--- config.mk ---
export PLATFORM = sky130hd
export DESIGN_NAME = adc_frame_deframer_unpack14_flat
export DESIGN_NICKNAME = d
export VERILOG_FILES = /design/src/rtl/core/adfd_pkg.sv /design/src/rtl/core/adfd_ifs.sv /design/src/rtl/core/adfd_front.sv /design/src/rtl/core/adfd_fifo.sv /design/src/rtl/core/adfd_back.sv /design/src/rtl/core/adc_frame_deframer_unpack14.sv /design/src/flat_wrapper.sv
export SDC_FILE = /design/constraint.sdc
export NUM_CORES = 1
export LEC_CHECK = 0
export BUFFER_PORTS_ARGS = -buffer_cell sky130_fd_sc_hd__buf_2
export CORE_MARGIN = 1.5
export CORE_UTILIZATION = 35
export CTS_CLUSTER_SIZE = 30
export DETAILED_ROUTE_END_ITERATION = 10
export GPL_ROUTABILITY_DRIVEN = 0
export SYNTH_ARGS = -nofsm -noshare
export SYNTH_HDL_FRONTEND = slang
export SYNTH_HIERARCHICAL = 1
export SYNTH_SLANG_ARGS = --single-unit
--- constraint.sdc ---
create_clock -name i_clk -period 7.34 [get_ports i_clk]
set_input_delay 1.468 -clock i_clk [delete_from_list [all_inputs] [get_ports i_clk]]
set_output_delay 1.468 -clock i_clk [all_outputs]
set_load 0.03 [all_outputs]
--- src/rtl/core/adfd_pkg.sv ---
// Shared constants, codes and types of the packed 14-bit sample frame deframer.
package adfd_pkg;

    localparam int WORD_W       = 32;
    localparam int FRAME_WORDS  = 117;
    localparam int SPB          = 128;   // samples per block
    localparam int SAMPLE_BITS  = 14;
    localparam int BLOCK_WORDS  = (SPB * SAMPLE_BITS + WORD_W - 1) / WORD_W;
    localparam int DATA_START   = 4;
    localparam int DATA_END     = DATA_START + 2 * BLOCK_WORDS;
    localparam int MAX_OUT      = 3;

    localparam int POS_W   = $clog2(FRAME_WORDS);
    localparam int IDX_W   = $clog2(SPB + 1);
    localparam int CHAN_W  = 8;
    localparam int TICK_W  = 16;
    localparam int TS_W    = 64;
    localparam int SLOT_W  = 3;
    localparam int RES_W   = SAMPLE_BITS - 1 + WORD_W;
    localparam int FILL_W  = $clog2(RES_W + 1);
    localparam int CNT_W   = $clog2(MAX_OUT + 1);
    localparam int OFF_W   = $clog2(2 * BLOCK_WORDS);

    localparam int SLOT_LSB  = 12;
    localparam int FIBER_BIT = 15;
    localparam int TS_LOW    = 2;
    localparam int TS_HIGH   = 3;

    localparam logic [TICK_W-1:0] FPR_RESET = 16'd2000;

    localparam int Q_DEPTH = 4;
    localparam int Q_PTR_W = $clog2(Q_DEPTH);

    typedef enum logic [1:0] {
        ST_OK    = 2'd0,
        ST_SLOT  = 2'd1,
        ST_FIBER = 2'd2
    } t_status;

    typedef enum logic {
        KIND_SAMPLE = 1'b0,
        KIND_HDR    = 1'b1
    } t_kind;

    // one queued word: a header word or a sample-block data word
    typedef struct packed {
        t_kind               kind;
        logic                first;    // first word of a block
        logic                blk;
        logic [WORD_W-1:0]   word;
        logic [WORD_W-1:0]   ts_low;
        logic [TICK_W-1:0]   tick;
        logic [SLOT_W-1:0]   slot;
        logic                fiber;
        t_status             status;
    } t_q_entry;

    typedef struct packed {
        t_kind                  kind;
        logic [CHAN_W-1:0]      channel;
        logic [SAMPLE_BITS-1:0] sample;
        logic [TICK_W-1:0]      tick;
        logic [TS_W-1:0]        timestamp;
        logic [SLOT_W-1:0]      slot;
        logic                   fiber;
        t_status                status;
        logic                   last;
    } t_result;

endpackage

--- src/rtl/core/adfd_ifs.sv ---
// Valid/ready channel interfaces of the deframer: input words and result words.
interface adfd_in_if;
    logic                        valid;
    logic                        ready;
    logic [adfd_pkg::WORD_W-1:0] frame_word;

    modport source (output valid, output frame_word, input ready);
    modport sink   (input valid, input frame_word, output ready);
endinterface

interface adfd_out_if;
    logic                             valid;
    logic                             ready;
    logic                             kind;
    logic [adfd_pkg::CHAN_W-1:0]      channel;
    logic [adfd_pkg::SAMPLE_BITS-1:0] sample;
    logic [adfd_pkg::TICK_W-1:0]      tick;
    logic [adfd_pkg::TS_W-1:0]        timestamp;
    logic [adfd_pkg::SLOT_W-1:0]      slot;
    logic                             fiber;
    logic [1:0]                       status;
    logic                             last;

    modport source (output valid, output kind, output channel, output sample,
                    output tick, output timestamp, output slot, output fiber,
                    output status, output last, input ready);
    modport sink   (input valid, input kind, input channel, input sample,
                    input tick, input timestamp, input slot, input fiber,
                    input status, input last, output ready);
endinterface

--- src/rtl/core/adfd_front.sv ---
// Front end: tracks frame position, slot/fiber checks and tick, queues work words.
module adfd_front (
    input  logic                          i_clk,
    input  logic                          i_rst_n,
    input  logic                          i_valid,
    input  logic [adfd_pkg::WORD_W-1:0]   i_word,
    output logic                          o_ready,
    input  logic [adfd_pkg::TICK_W-1:0]   i_fpr,
    input  logic                          i_q_full,
    output logic                          o_push,
    output adfd_pkg::t_q_entry            o_entry
);

    logic [adfd_pkg::POS_W-1:0]  r_pos, n_pos;
    logic [adfd_pkg::TICK_W-1:0] r_tick, n_tick;
    logic [adfd_pkg::SLOT_W-1:0] r_lat_slot, n_lat_slot;
    logic                        r_lat_fiber, n_lat_fiber;
    logic [adfd_pkg::SLOT_W-1:0] r_fslot, n_fslot;
    logic                        r_ffiber, n_ffiber;
    adfd_pkg::t_status           r_fstatus, n_fstatus;
    logic [adfd_pkg::WORD_W-1:0] r_ts_low, n_ts_low;

    logic                        acc;
    logic [adfd_pkg::POS_W-1:0]  off_full;
    logic [adfd_pkg::OFF_W-1:0]  off;
    logic                        in_data;
    logic [adfd_pkg::TICK_W:0]   tick_inc;

    assign o_ready  = !i_q_full;
    assign acc      = i_valid && !i_q_full;
    assign off_full = r_pos - adfd_pkg::POS_W'(adfd_pkg::DATA_START);
    assign off      = off_full[adfd_pkg::OFF_W-1:0];
    assign in_data  = (r_pos >= adfd_pkg::POS_W'(adfd_pkg::DATA_START))
                   && (r_pos < adfd_pkg::POS_W'(adfd_pkg::DATA_END));
    assign tick_inc = {1'b0, r_tick} + 1'b1;

    always_comb begin
        n_pos       = r_pos;
        n_tick      = r_tick;
        n_lat_slot  = r_lat_slot;
        n_lat_fiber = r_lat_fiber;
        n_fslot     = r_fslot;
        n_ffiber    = r_ffiber;
        n_fstatus   = r_fstatus;
        n_ts_low    = r_ts_low;
        o_push      = 1'b0;

        o_entry.kind   = adfd_pkg::KIND_SAMPLE;
        o_entry.first  = (off == '0)
                      || (off == adfd_pkg::OFF_W'(adfd_pkg::BLOCK_WORDS));
        o_entry.blk    = (off >= adfd_pkg::OFF_W'(adfd_pkg::BLOCK_WORDS));
        o_entry.word   = i_word;
        o_entry.ts_low = r_ts_low;
        o_entry.tick   = r_tick;
        o_entry.slot   = r_fslot;
        o_entry.fiber  = r_ffiber;
        o_entry.status = r_fstatus;

        if (acc) begin
            if (r_pos == '0) begin
                n_fslot  = i_word[adfd_pkg::SLOT_LSB +: adfd_pkg::SLOT_W];
                n_ffiber = i_word[adfd_pkg::FIBER_BIT];
                if (r_tick == '0) begin
                    n_lat_slot  = n_fslot;
                    n_lat_fiber = n_ffiber;
                    n_fstatus   = adfd_pkg::ST_OK;
                end else if (n_fslot != r_lat_slot) begin
                    n_fstatus = adfd_pkg::ST_SLOT;
                end else if (n_ffiber != r_lat_fiber) begin
                    n_fstatus = adfd_pkg::ST_FIBER;
                end else begin
                    n_fstatus = adfd_pkg::ST_OK;
                end
            end else if (r_pos == adfd_pkg::POS_W'(adfd_pkg::TS_LOW)) begin
                n_ts_low = i_word;
            end else if (r_pos == adfd_pkg::POS_W'(adfd_pkg::TS_HIGH)) begin
                o_push       = 1'b1;
                o_entry.kind = adfd_pkg::KIND_HDR;
            end else if (in_data) begin
                o_push = 1'b1;
            end

            if (r_pos == adfd_pkg::POS_W'(adfd_pkg::FRAME_WORDS - 1)) begin
                n_pos = '0;
                // a zero setting acts as one frame per readout
                if (tick_inc >= {1'b0, i_fpr}) begin
                    n_tick = '0;
                end else begin
                    n_tick = tick_inc[adfd_pkg::TICK_W-1:0];
                end
            end else begin
                n_pos = r_pos + 1'b1;
            end
        end
    end

    always_ff @(posedge i_clk) begin
        if (!i_rst_n) begin
            r_pos       <= '0;
            r_tick      <= '0;
            r_lat_slot  <= '0;
            r_lat_fiber <= 1'b0;
            r_fslot     <= '0;
            r_ffiber    <= 1'b0;
            r_fstatus   <= adfd_pkg::ST_OK;
            r_ts_low    <= '0;
        end else begin
            r_pos       <= n_pos;
            r_tick      <= n_tick;
            r_lat_slot  <= n_lat_slot;
            r_lat_fiber <= n_lat_fiber;
            r_fslot     <= n_fslot;
            r_ffiber    <= n_ffiber;
            r_fstatus   <= n_fstatus;
            r_ts_low    <= n_ts_low;
        end
    end

endmodule

--- src/rtl/core/adfd_fifo.sv ---
// Short work queue between front end and unpacker.
module adfd_fifo (
    input  logic               i_clk,
    input  logic               i_rst_n,
    input  logic               i_push,
    input  adfd_pkg::t_q_entry i_data,
    output logic               o_full,
    input  logic               i_pop,
    output logic               o_valid,
    output adfd_pkg::t_q_entry o_data
);

    adfd_pkg::t_q_entry            r_mem [adfd_pkg::Q_DEPTH];
    logic [adfd_pkg::Q_PTR_W-1:0]  r_wr, r_rd;
    logic [adfd_pkg::Q_PTR_W:0]    r_count;
    logic                          do_push, do_pop;

    assign o_full  = (r_count == (adfd_pkg::Q_PTR_W+1)'(adfd_pkg::Q_DEPTH));
    assign o_valid = (r_count != '0);
    assign o_data  = r_mem[r_rd];
    assign do_push = i_push && !o_full;
    assign do_pop  = i_pop && o_valid;

    always_ff @(posedge i_clk) begin
        if (do_push) begin
            r_mem[r_wr] <= i_data;
        end
    end

    always_ff @(posedge i_clk) begin
        if (!i_rst_n) begin
            r_wr    <= '0;
            r_rd    <= '0;
            r_count <= '0;
        end else begin
            if (do_push) begin
                r_wr <= r_wr + 1'b1;
            end
            if (do_pop) begin
                r_rd <= r_rd + 1'b1;
            end
            case ({do_push, do_pop})
                2'b10:   r_count <= r_count + 1'b1;
                2'b01:   r_count <= r_count - 1'b1;
                default: r_count <= r_count;
            endcase
        end
    end

endmodule

--- src/rtl/core/adfd_back.sv ---
// Unpacker: bit reservoir, one 14-bit sample per cycle when not stalled, header pass-through, output register.
module adfd_back (
    input  logic               i_clk,
    input  logic               i_rst_n,
    input  logic               i_q_valid,
    input  adfd_pkg::t_q_entry i_q_data,
    output logic               o_pop,
    input  logic               i_out_ready,
    output logic               o_out_valid,
    output adfd_pkg::t_result  o_result
);

    logic [adfd_pkg::RES_W-1:0]  r_res, n_res;
    logic [adfd_pkg::FILL_W-1:0] r_fill, n_fill;
    logic [adfd_pkg::IDX_W-1:0]  r_idx, n_idx;
    logic [adfd_pkg::CNT_W-1:0]  r_cnt, n_cnt;
    logic                        r_act, n_act;
    adfd_pkg::t_q_entry          r_meta, n_meta;
    logic                        r_ovalid, n_ovalid;
    adfd_pkg::t_result           r_out, n_out;

    logic                        can_out, is_hdr, hdr_step, step, cond, more, drop;
    logic [adfd_pkg::RES_W-1:0]  base_res, ld_res, cur_res;
    logic [adfd_pkg::FILL_W-1:0] base_fill, ld_fill, cur_fill, nx_fill;
    logic [adfd_pkg::IDX_W-1:0]  ld_idx, cur_idx, nx_idx;
    logic [adfd_pkg::CNT_W-1:0]  cur_cnt, nx_cnt;
    adfd_pkg::t_q_entry          cur_meta;
    logic [adfd_pkg::CHAN_W:0]   chan;

    assign can_out  = !r_ovalid || i_out_ready;
    assign is_hdr   = (i_q_data.kind == adfd_pkg::KIND_HDR);
    assign o_pop    = can_out && !r_act && i_q_valid;
    assign hdr_step = o_pop && is_hdr;
    assign step     = can_out && (r_act || (i_q_valid && !is_hdr));

    // load a new data word into the reservoir
    assign drop      = i_q_data.first || (r_fill > adfd_pkg::FILL_W'(adfd_pkg::WORD_W));
    assign base_res  = drop ? '0 : r_res;
    assign base_fill = drop ? '0 : r_fill;
    assign ld_res    = base_res | (adfd_pkg::RES_W'(i_q_data.word) << base_fill);
    assign ld_fill   = base_fill + adfd_pkg::FILL_W'(adfd_pkg::WORD_W);
    assign ld_idx    = i_q_data.first ? '0 : r_idx;

    assign cur_res  = r_act ? r_res  : ld_res;
    assign cur_fill = r_act ? r_fill : ld_fill;
    assign cur_idx  = r_act ? r_idx  : ld_idx;
    assign cur_cnt  = r_act ? r_cnt  : '0;
    assign cur_meta = r_act ? r_meta : i_q_data;

    assign cond = (cur_fill >= adfd_pkg::FILL_W'(adfd_pkg::SAMPLE_BITS))
               && (cur_idx < adfd_pkg::IDX_W'(adfd_pkg::SPB))
               && (cur_cnt < adfd_pkg::CNT_W'(adfd_pkg::MAX_OUT));
    assign nx_fill = cur_fill - adfd_pkg::FILL_W'(adfd_pkg::SAMPLE_BITS);
    assign nx_idx  = cur_idx + 1'b1;
    assign nx_cnt  = cur_cnt + 1'b1;
    assign more = cond
               && (nx_fill >= adfd_pkg::FILL_W'(adfd_pkg::SAMPLE_BITS))
               && (nx_idx < adfd_pkg::IDX_W'(adfd_pkg::SPB))
               && (nx_cnt < adfd_pkg::CNT_W'(adfd_pkg::MAX_OUT));

    assign chan = (cur_meta.blk ? (adfd_pkg::CHAN_W+1)'(adfd_pkg::SPB) : '0)
               + (adfd_pkg::CHAN_W+1)'(cur_idx);

    always_comb begin
        n_res    = r_res;
        n_fill   = r_fill;
        n_idx    = r_idx;
        n_cnt    = r_cnt;
        n_act    = r_act;
        n_meta   = r_meta;
        n_ovalid = r_ovalid;
        n_out    = r_out;

        if (can_out) begin
            n_ovalid = 1'b0;
        end

        if (step) begin
            n_meta = cur_meta;
            if (cond) begin
                n_res  = cur_res >> adfd_pkg::SAMPLE_BITS;
                n_fill = nx_fill;
                n_idx  = nx_idx;
                n_cnt  = nx_cnt;
                n_act  = more;
                n_ovalid        = 1'b1;
                n_out.kind      = adfd_pkg::KIND_SAMPLE;
                n_out.channel   = chan[adfd_pkg::CHAN_W-1:0];
                n_out.sample    = cur_res[adfd_pkg::SAMPLE_BITS-1:0];
                n_out.tick      = cur_meta.tick;
                n_out.timestamp = '0;
                n_out.slot      = cur_meta.slot;
                n_out.fiber     = cur_meta.fiber;
                n_out.status    = cur_meta.status;
                n_out.last      = !more;
                if (!more && (nx_idx >= adfd_pkg::IDX_W'(adfd_pkg::SPB))) begin
                    n_res  = '0;
                    n_fill = '0;
                end
            end else begin
                // word yields no sample: keep the loaded reservoir, or clear it past the block end
                n_res  = cur_res;
                n_fill = cur_fill;
                n_idx  = cur_idx;
                n_act  = 1'b0;
                if (cur_idx >= adfd_pkg::IDX_W'(adfd_pkg::SPB)) begin
                    n_res  = '0;
                    n_fill = '0;
                end
            end
        end else if (hdr_step) begin
            n_ovalid        = 1'b1;
            n_out.kind      = adfd_pkg::KIND_HDR;
            n_out.channel   = '0;
            n_out.sample    = '0;
            n_out.tick      = i_q_data.tick;
            n_out.timestamp = {i_q_data.word, i_q_data.ts_low};
            n_out.slot      = i_q_data.slot;
            n_out.fiber     = i_q_data.fiber;
            n_out.status    = i_q_data.status;
            n_out.last      = 1'b1;
        end
    end

    always_ff @(posedge i_clk) begin
        if (!i_rst_n) begin
            r_res    <= '0;
            r_fill   <= '0;
            r_idx    <= '0;
            r_cnt    <= '0;
            r_act    <= 1'b0;
            r_ovalid <= 1'b0;
        end else begin
            r_res    <= n_res;
            r_fill   <= n_fill;
            r_idx    <= n_idx;
            r_cnt    <= n_cnt;
            r_act    <= n_act;
            r_ovalid <= n_ovalid;
        end
    end

    always_ff @(posedge i_clk) begin
        r_meta <= n_meta;
        r_out  <= n_out;
    end

    assign o_out_valid = r_ovalid;
    assign o_result    = r_out;

endmodule

--- src/rtl/core/adc_frame_deframer_unpack14.sv ---
// Top level of the packed 14-bit sample frame deframer.
//
// Input channel i_in carries one 32-bit frame word per handshake; frames are
// 117 words. Word 0 gives slot (bits 14:12) and fiber (bit 15), words 2/3 the
// 64-bit timestamp, words 4..59 and 60..115 two blocks of 128 packed samples.
// Output channel o_out carries result words: one header word at frame word 3,
// and one sample word per completed 14-bit sample (channel 0..255); last marks
// the final result of an input word. i_cfg_we/i_cfg_data write the frames per
// readout setting (reset 2000), which sets where tick wraps and slot/fiber
// relatch; write it only while the block is idle.
// An accepted word is queued, then the unpacker registers its first result
// word. The front end takes a word per cycle into a 4-entry queue while it
// has room; the unpacker spends one cycle per result word when the output
// does not stall, so it sets the sustained rate. Words that give no result
// never enter the queue. Reset (synchronous, active low) returns to frame
// word 0, tick 0, empty queue. When the receiver stalls, the output register
// holds its word, the unpacker stops, and the front end keeps taking words
// until the queue fills.
module adc_frame_deframer_unpack14 (
    input  logic                        i_clk,
    input  logic                        i_rst_n,
    adfd_in_if.sink                     i_in,
    adfd_out_if.source                  o_out,
    input  logic                        i_cfg_we,
    input  logic [adfd_pkg::TICK_W-1:0] i_cfg_data
);

    logic [adfd_pkg::TICK_W-1:0] r_fpr;
    logic                        q_full, q_push, q_pop, q_valid;
    adfd_pkg::t_q_entry          q_in, q_out;
    adfd_pkg::t_result           res;

    // frames per readout register
    always_ff @(posedge i_clk) begin
        if (!i_rst_n) begin
            r_fpr <= adfd_pkg::FPR_RESET;
        end else if (i_cfg_we) begin
            r_fpr <= i_cfg_data;
        end
    end

    adfd_front u_front (
        .i_clk    (i_clk),
        .i_rst_n  (i_rst_n),
        .i_valid  (i_in.valid),
        .i_word   (i_in.frame_word),
        .o_ready  (i_in.ready),
        .i_fpr    (r_fpr),
        .i_q_full (q_full),
        .o_push   (q_push),
        .o_entry  (q_in)
    );

    adfd_fifo u_fifo (
        .i_clk   (i_clk),
        .i_rst_n (i_rst_n),
        .i_push  (q_push),
        .i_data  (q_in),
        .o_full  (q_full),
        .i_pop   (q_pop),
        .o_valid (q_valid),
        .o_data  (q_out)
    );

    adfd_back u_back (
        .i_clk       (i_clk),
        .i_rst_n     (i_rst_n),
        .i_q_valid   (q_valid),
        .i_q_data    (q_out),
        .o_pop       (q_pop),
        .i_out_ready (o_out.ready),
        .o_out_valid (o_out.valid),
        .o_result    (res)
    );

    assign o_out.kind      = res.kind;
    assign o_out.channel   = res.channel;
    assign o_out.sample    = res.sample;
    assign o_out.tick      = res.tick;
    assign o_out.timestamp = res.timestamp;
    assign o_out.slot      = res.slot;
    assign o_out.fiber     = res.fiber;
    assign o_out.status    = res.status;
    assign o_out.last      = res.last;

endmodule

--- src/flat_wrapper.sv ---
// flat-port wrapper written by rule: the top's interface ports become plain ports
module adc_frame_deframer_unpack14_flat 
  (i_clk, i_rst_n, i_cfg_we, i_cfg_data, i_in_valid, i_in_frame_word, i_in_ready, o_out_valid, o_out_kind, o_out_channel, o_out_sample, o_out_tick, o_out_timestamp, o_out_slot, o_out_fiber, o_out_status, o_out_last, o_out_ready);
  adfd_in_if i_in_i ();
  adfd_out_if o_out_i ();
  input  logic i_clk;
  input  logic i_rst_n;
  input  logic i_cfg_we;
  input  logic [adfd_pkg::TICK_W-1:0] i_cfg_data;
  input wire logic [$bits(i_in_i.valid)-1:0] i_in_valid;
  input wire logic [$bits(i_in_i.frame_word)-1:0] i_in_frame_word;
  output wire logic [$bits(i_in_i.ready)-1:0] i_in_ready;
  output wire logic [$bits(o_out_i.valid)-1:0] o_out_valid;
  output wire logic [$bits(o_out_i.kind)-1:0] o_out_kind;
  output wire logic [$bits(o_out_i.channel)-1:0] o_out_channel;
  output wire logic [$bits(o_out_i.sample)-1:0] o_out_sample;
  output wire logic [$bits(o_out_i.tick)-1:0] o_out_tick;
  output wire logic [$bits(o_out_i.timestamp)-1:0] o_out_timestamp;
  output wire logic [$bits(o_out_i.slot)-1:0] o_out_slot;
  output wire logic [$bits(o_out_i.fiber)-1:0] o_out_fiber;
  output wire logic [$bits(o_out_i.status)-1:0] o_out_status;
  output wire logic [$bits(o_out_i.last)-1:0] o_out_last;
  input wire logic [$bits(o_out_i.ready)-1:0] o_out_ready;
  assign i_in_i.valid = i_in_valid;
  assign i_in_i.frame_word = i_in_frame_word;
  assign i_in_ready = i_in_i.ready;
  assign o_out_valid = o_out_i.valid;
  assign o_out_kind = o_out_i.kind;
  assign o_out_channel = o_out_i.channel;
  assign o_out_sample = o_out_i.sample;
  assign o_out_tick = o_out_i.tick;
  assign o_out_timestamp = o_out_i.timestamp;
  assign o_out_slot = o_out_i.slot;
  assign o_out_fiber = o_out_i.fiber;
  assign o_out_status = o_out_i.status;
  assign o_out_last = o_out_i.last;
  assign o_out_i.ready = o_out_ready;
  adc_frame_deframer_unpack14 u_core (.i_clk(i_clk), .i_rst_n(i_rst_n), .i_in(i_in_i), .o_out(o_out_i), .i_cfg_we(i_cfg_we), .i_cfg_data(i_cfg_data));
endmodule
==> results.cfg <==
[setup_path]
reg2reg_slack_ns = 2.45
cp.required_ns = 7.60
worstPathArrival_ns = 5.15
cp_slowest_cell = dfxtp_4
timing.rr.end = u_core/u_back/o_result[68]$_SDFFCE_PP0P_
worstPathMaxFanout = 69
critPathKind = reg -> reg
crit_path_frequent_cell = nor2_1
worst_path_dominant_cell_family = compound AO/OA/AOI/OAI gates
r2r_cells = 12
end_kind = register
start_kind = register
max_stage_delay_ns = 0.66
crit_buf_inv = 2
path_cells = mux4_2 -> buf_4 -> o21ba_1 -> nor2_1 -> ha_1 -> and3b_1 -> o32ai_4 -> a21oi_2 -> nand2_2 -> nor2_1 -> a21o_4 -> buf_12

[drt]
drt_iter0_drc = 2065
vias = 19800
drt_first_pass_iters = 8
vias_per_cell = 5.54
post_drt_wl_per_cell_um = 22.5
post-route-drc-count = 0
postRouteAntennaNets = 0
wl_mm = 80.3

[synth]
async_reset_ff_share_pct = 0
ys.warnings.count = 6
netlist.top_cell.by_area = edfxtp_1
syn_avg_cell_area_um2 = 12.9
ys_ff_latch = 642
synthCells = 2312
synth_edf_count = 489
synth_cell_types = 107
synth_top_area_share_pct = 49.4
yosysSeqAreaShare_pct = 59.7
synth_ff_type = edfxtp_1
ys_top_cells_by_area = edfxtp_1 (49%), dfxtp_1 (10%), mux4_2 (7.0%)
synth_area_um2 = 29700
syn-num-nets = 2402

[min_path]
hold_depth = 1
holdCritStartpoint = u_core/u_back/r_res[12]$_SDFFE_PN0P_
hp-class = reg -> reg
hold_end = u_core/u_back/r_res[12]$_SDFFE_PN0P_

[clock_tree]
clockBufferDepth = 3
post_cts_buffers = 0
insertion_delay_ns = 0.62
cts-resized-gates = 0
ctsHoldBuffers = 0
clk_pin_slew_ns = 0.06
cts_buffers = 69
cts_tree = done
cts_max_level = 3
cts.sinks = 642
root_buffer = clkbuf_16

[die]
rows = 106
initial_core_util_pct = 35.5
io_pins = 165
die-area_um2 = 86700
die_w_um = 294
fp.dieH_um = 294
core_area_um2 = 83800

[power_and_ir_drop]
leakage_nw = 11.0
power_per_cell_area_nw_per_um2 = 230
pwr-share-comb_pct = 2.6
p_seq_share_pct = 50.7
switching_share_pct = 21.0
p_clk_share_pct = 46.7
worst_ir_drop_vdd_mv = 0.174
switchingPower_mw = 1.62
internal_power_mw = 6.11

[timing]
slew_violations = 0
tns_ns = 0
hold_violations = 0
setup_violations = 0
slew-limit-headroom_pct = 17.8
max_freq_mhz = 204
final.setup_skew_ns = 0.0243
fin_crit_ns = 4.89
fin_crit_sh_pct = 66.7
rsz0062_at_grt = false
worstMarginPinSlew_ns = 1.23

[global_route]
grt_max_degree = 77
antenna_found_initial = 3
grt_first_pass_wirelength_mm = 122
grt-ovfl-total = 0
grt_pass1_vias = 19800
grt_usage_pct = 18.3

[cells_and_area]
finalInstanceArea_um2 = 33600
antenna_cells = 0
final_core_util_pct = 40.1
nets = 2477
layout-drive-gt1-share_pct = 20.3
syn_to_final_growth_pct = 13.0

[placement]
port_buffers = 164
hpwlAfterDp_mm = 52.2
placed_area_um2 = 31200

[flow_run]
drv_cap = 0

[outcome]
status = finished clean
## synth_stat cells (10+ instances only)
| cell type | count |
|---|---|
| edfxtp_1 | 489 |
| nand2_1 | 249 |
| dfxtp_1 | 153 |
| nor2_1 | 104 |
| o21ai_0 | 101 |
| mux4_2 | 92 |
| and2_1 | 87 |
| a21oi_1 | 75 |
| clkbuf_1 | 72 |
| mux2i_1 | 56 |
| buf_2 | 52 |
| nand3_1 | 48 |
| inv_1 | 47 |
| nor2b_1 | 46 |
| buf_4 | 44 |
| a21boi_0 | 41 |
| mux2_2 | 39 |
| ha_1 | 36 |
| nor3_1 | 24 |
| a22oi_1 | 20 |
| a31oi_1 | 19 |
| nor4b_1 | 18 |
| xnor2_1 | 18 |
| o211ai_1 | 17 |
| o21a_1 | 16 |
| o21ai_1 | 16 |
| nand4_1 | 14 |
| or3_1 | 14 |
| a22o_1 | 13 |
| a32oi_1 | 12 |
| o31ai_1 | 12 |
| or2_2 | 12 |
| a221oi_1 | 11 |
| nor4_1 | 11 |
| a211oi_1 | 10 |
## worst max path at each step
stage              from                                   endpoint  slack [ns]  depth (start not counted)
4_1_cts        register  u_core/u_back/o_result[102]$_SDFFCE_PN0P_        2.36                         12
3_5_place_dp   register   u_core/u_back/o_result[47]$_SDFFCE_PP0P_        2.42                         12
6_report       register   u_core/u_back/o_result[68]$_SDFFCE_PP0P_        2.45                         12
2_1_floorplan  register    u_core/u_back/o_result[0]$_SDFFCE_PN1P_        1.80                         13
5_1_grt        register   u_core/u_back/o_result[66]$_SDFFCE_PP0P_        2.06                         12
3_3_place_gp   register   u_core/u_back/o_result[97]$_SDFFCE_PN0P_        2.53                         12
## sequential cells by signal, indices dropped and copies added (netlist names), 3 cells and up, named ones only
signal / count
u_core/u_front/r_lat_slot: 3
u_core/u_front/r_pos: 7
u_core/r_fpr: 16
u_core/u_fifo/r_mem: 356
u_core/u_front/r_tick: 16
u_core/u_front/r_ts_low: 32
u_core/u_back/r_idx: 8
u_core/u_back/r_res: 45
u_core/u_back/o_result: 110
u_core/u_front/r_fslot: 3
u_core/u_back/r_meta: 23
u_core/u_fifo/r_count: 3
u_core/u_back/r_fill: 6
## final cells by class
class,instances,area [µm²]
Fill cell,7901,50200
Sequential cell,642,17800
Multi-Input combinational cell,1432,10800
Clock buffer,94,1990
Tap cell,1134,1420
Timing Repair Buffer,194,1060
Clock inverter,34,400
Inverter,48,181
## stage by stage
step           cells  hold WS (ns)  setup WS (ns)  total power [mW]
3_3_place_gp    3450         0.448           2.53              4.20
4_1_cts         3578         0.468           2.36              7.83
5_1_grt         3578         0.477           2.06              7.98
3_5_place_dp    3450         0.455           2.42              4.20
6_report        3578         0.471           2.45              7.74
2_1_floorplan   2312         0.426           1.80              4.14
## metal layers
metal  global-route usage, %  wire length (µm)
met1                    23.9             33300
met2                    30.1             38600
met3                    3.42              5540
met4                    7.51              2880
met5                       0                23
## power by group through the flow
stage | sequential, mW | combinational, mW | clock, mW
after floorplan | 4.01 | 0.128 | 0
after global placement | 4.00 | 0.198 | 0
after detailed placement | 4.00 | 0.202 | 0
after CTS | 3.92 | 0.203 | 3.70
after global routing | 3.92 | 0.219 | 3.84
final | 3.92 | 0.202 | 3.61
## cell usage in the layout (no fill, tap or decap), types with 13 or more instances in the layout
| master | count |
|---|---|
| inv_1 | 46 |
| edfxtp_1 | 489 |
| nor3_1 | 24 |
| clkbuf_16 | 72 |
| o21ai_1 | 16 |
| nor2b_1 | 46 |
| and2_1 | 83 |
| a21oi_1 | 75 |
| buf_2 | 163 |
| nand3_1 | 48 |
| mux2i_1 | 56 |
| nor2_1 | 104 |
| xnor2_1 | 18 |
| o21a_1 | 16 |
| or3_1 | 14 |
| buf_4 | 30 |
| dfxtp_1 | 149 |
| mux4_2 | 92 |
| nand2_1 | 249 |
| a22oi_1 | 20 |
| a21boi_0 | 41 |
| nand4_1 | 14 |
| mux2_2 | 39 |
| a22o_1 | 13 |
| o21ai_0 | 101 |
| a31oi_1 | 19 |
| nor4b_1 | 18 |
| ha_1 | 36 |
| o211ai_1 | 17 |
## cell families after synthesis
kind of cell	share of synthesized area, %
XOR/XNOR	0.766
AND/OR/NAND/NOR	12.1
adder cells (fa/ha/maj)	1.58
buffers and inverters	4.14
flip-flops	59.7
AO/OA/AOI/OAI	11.3
multiplexers	10.3
Power figures use the tool's default switching activity.
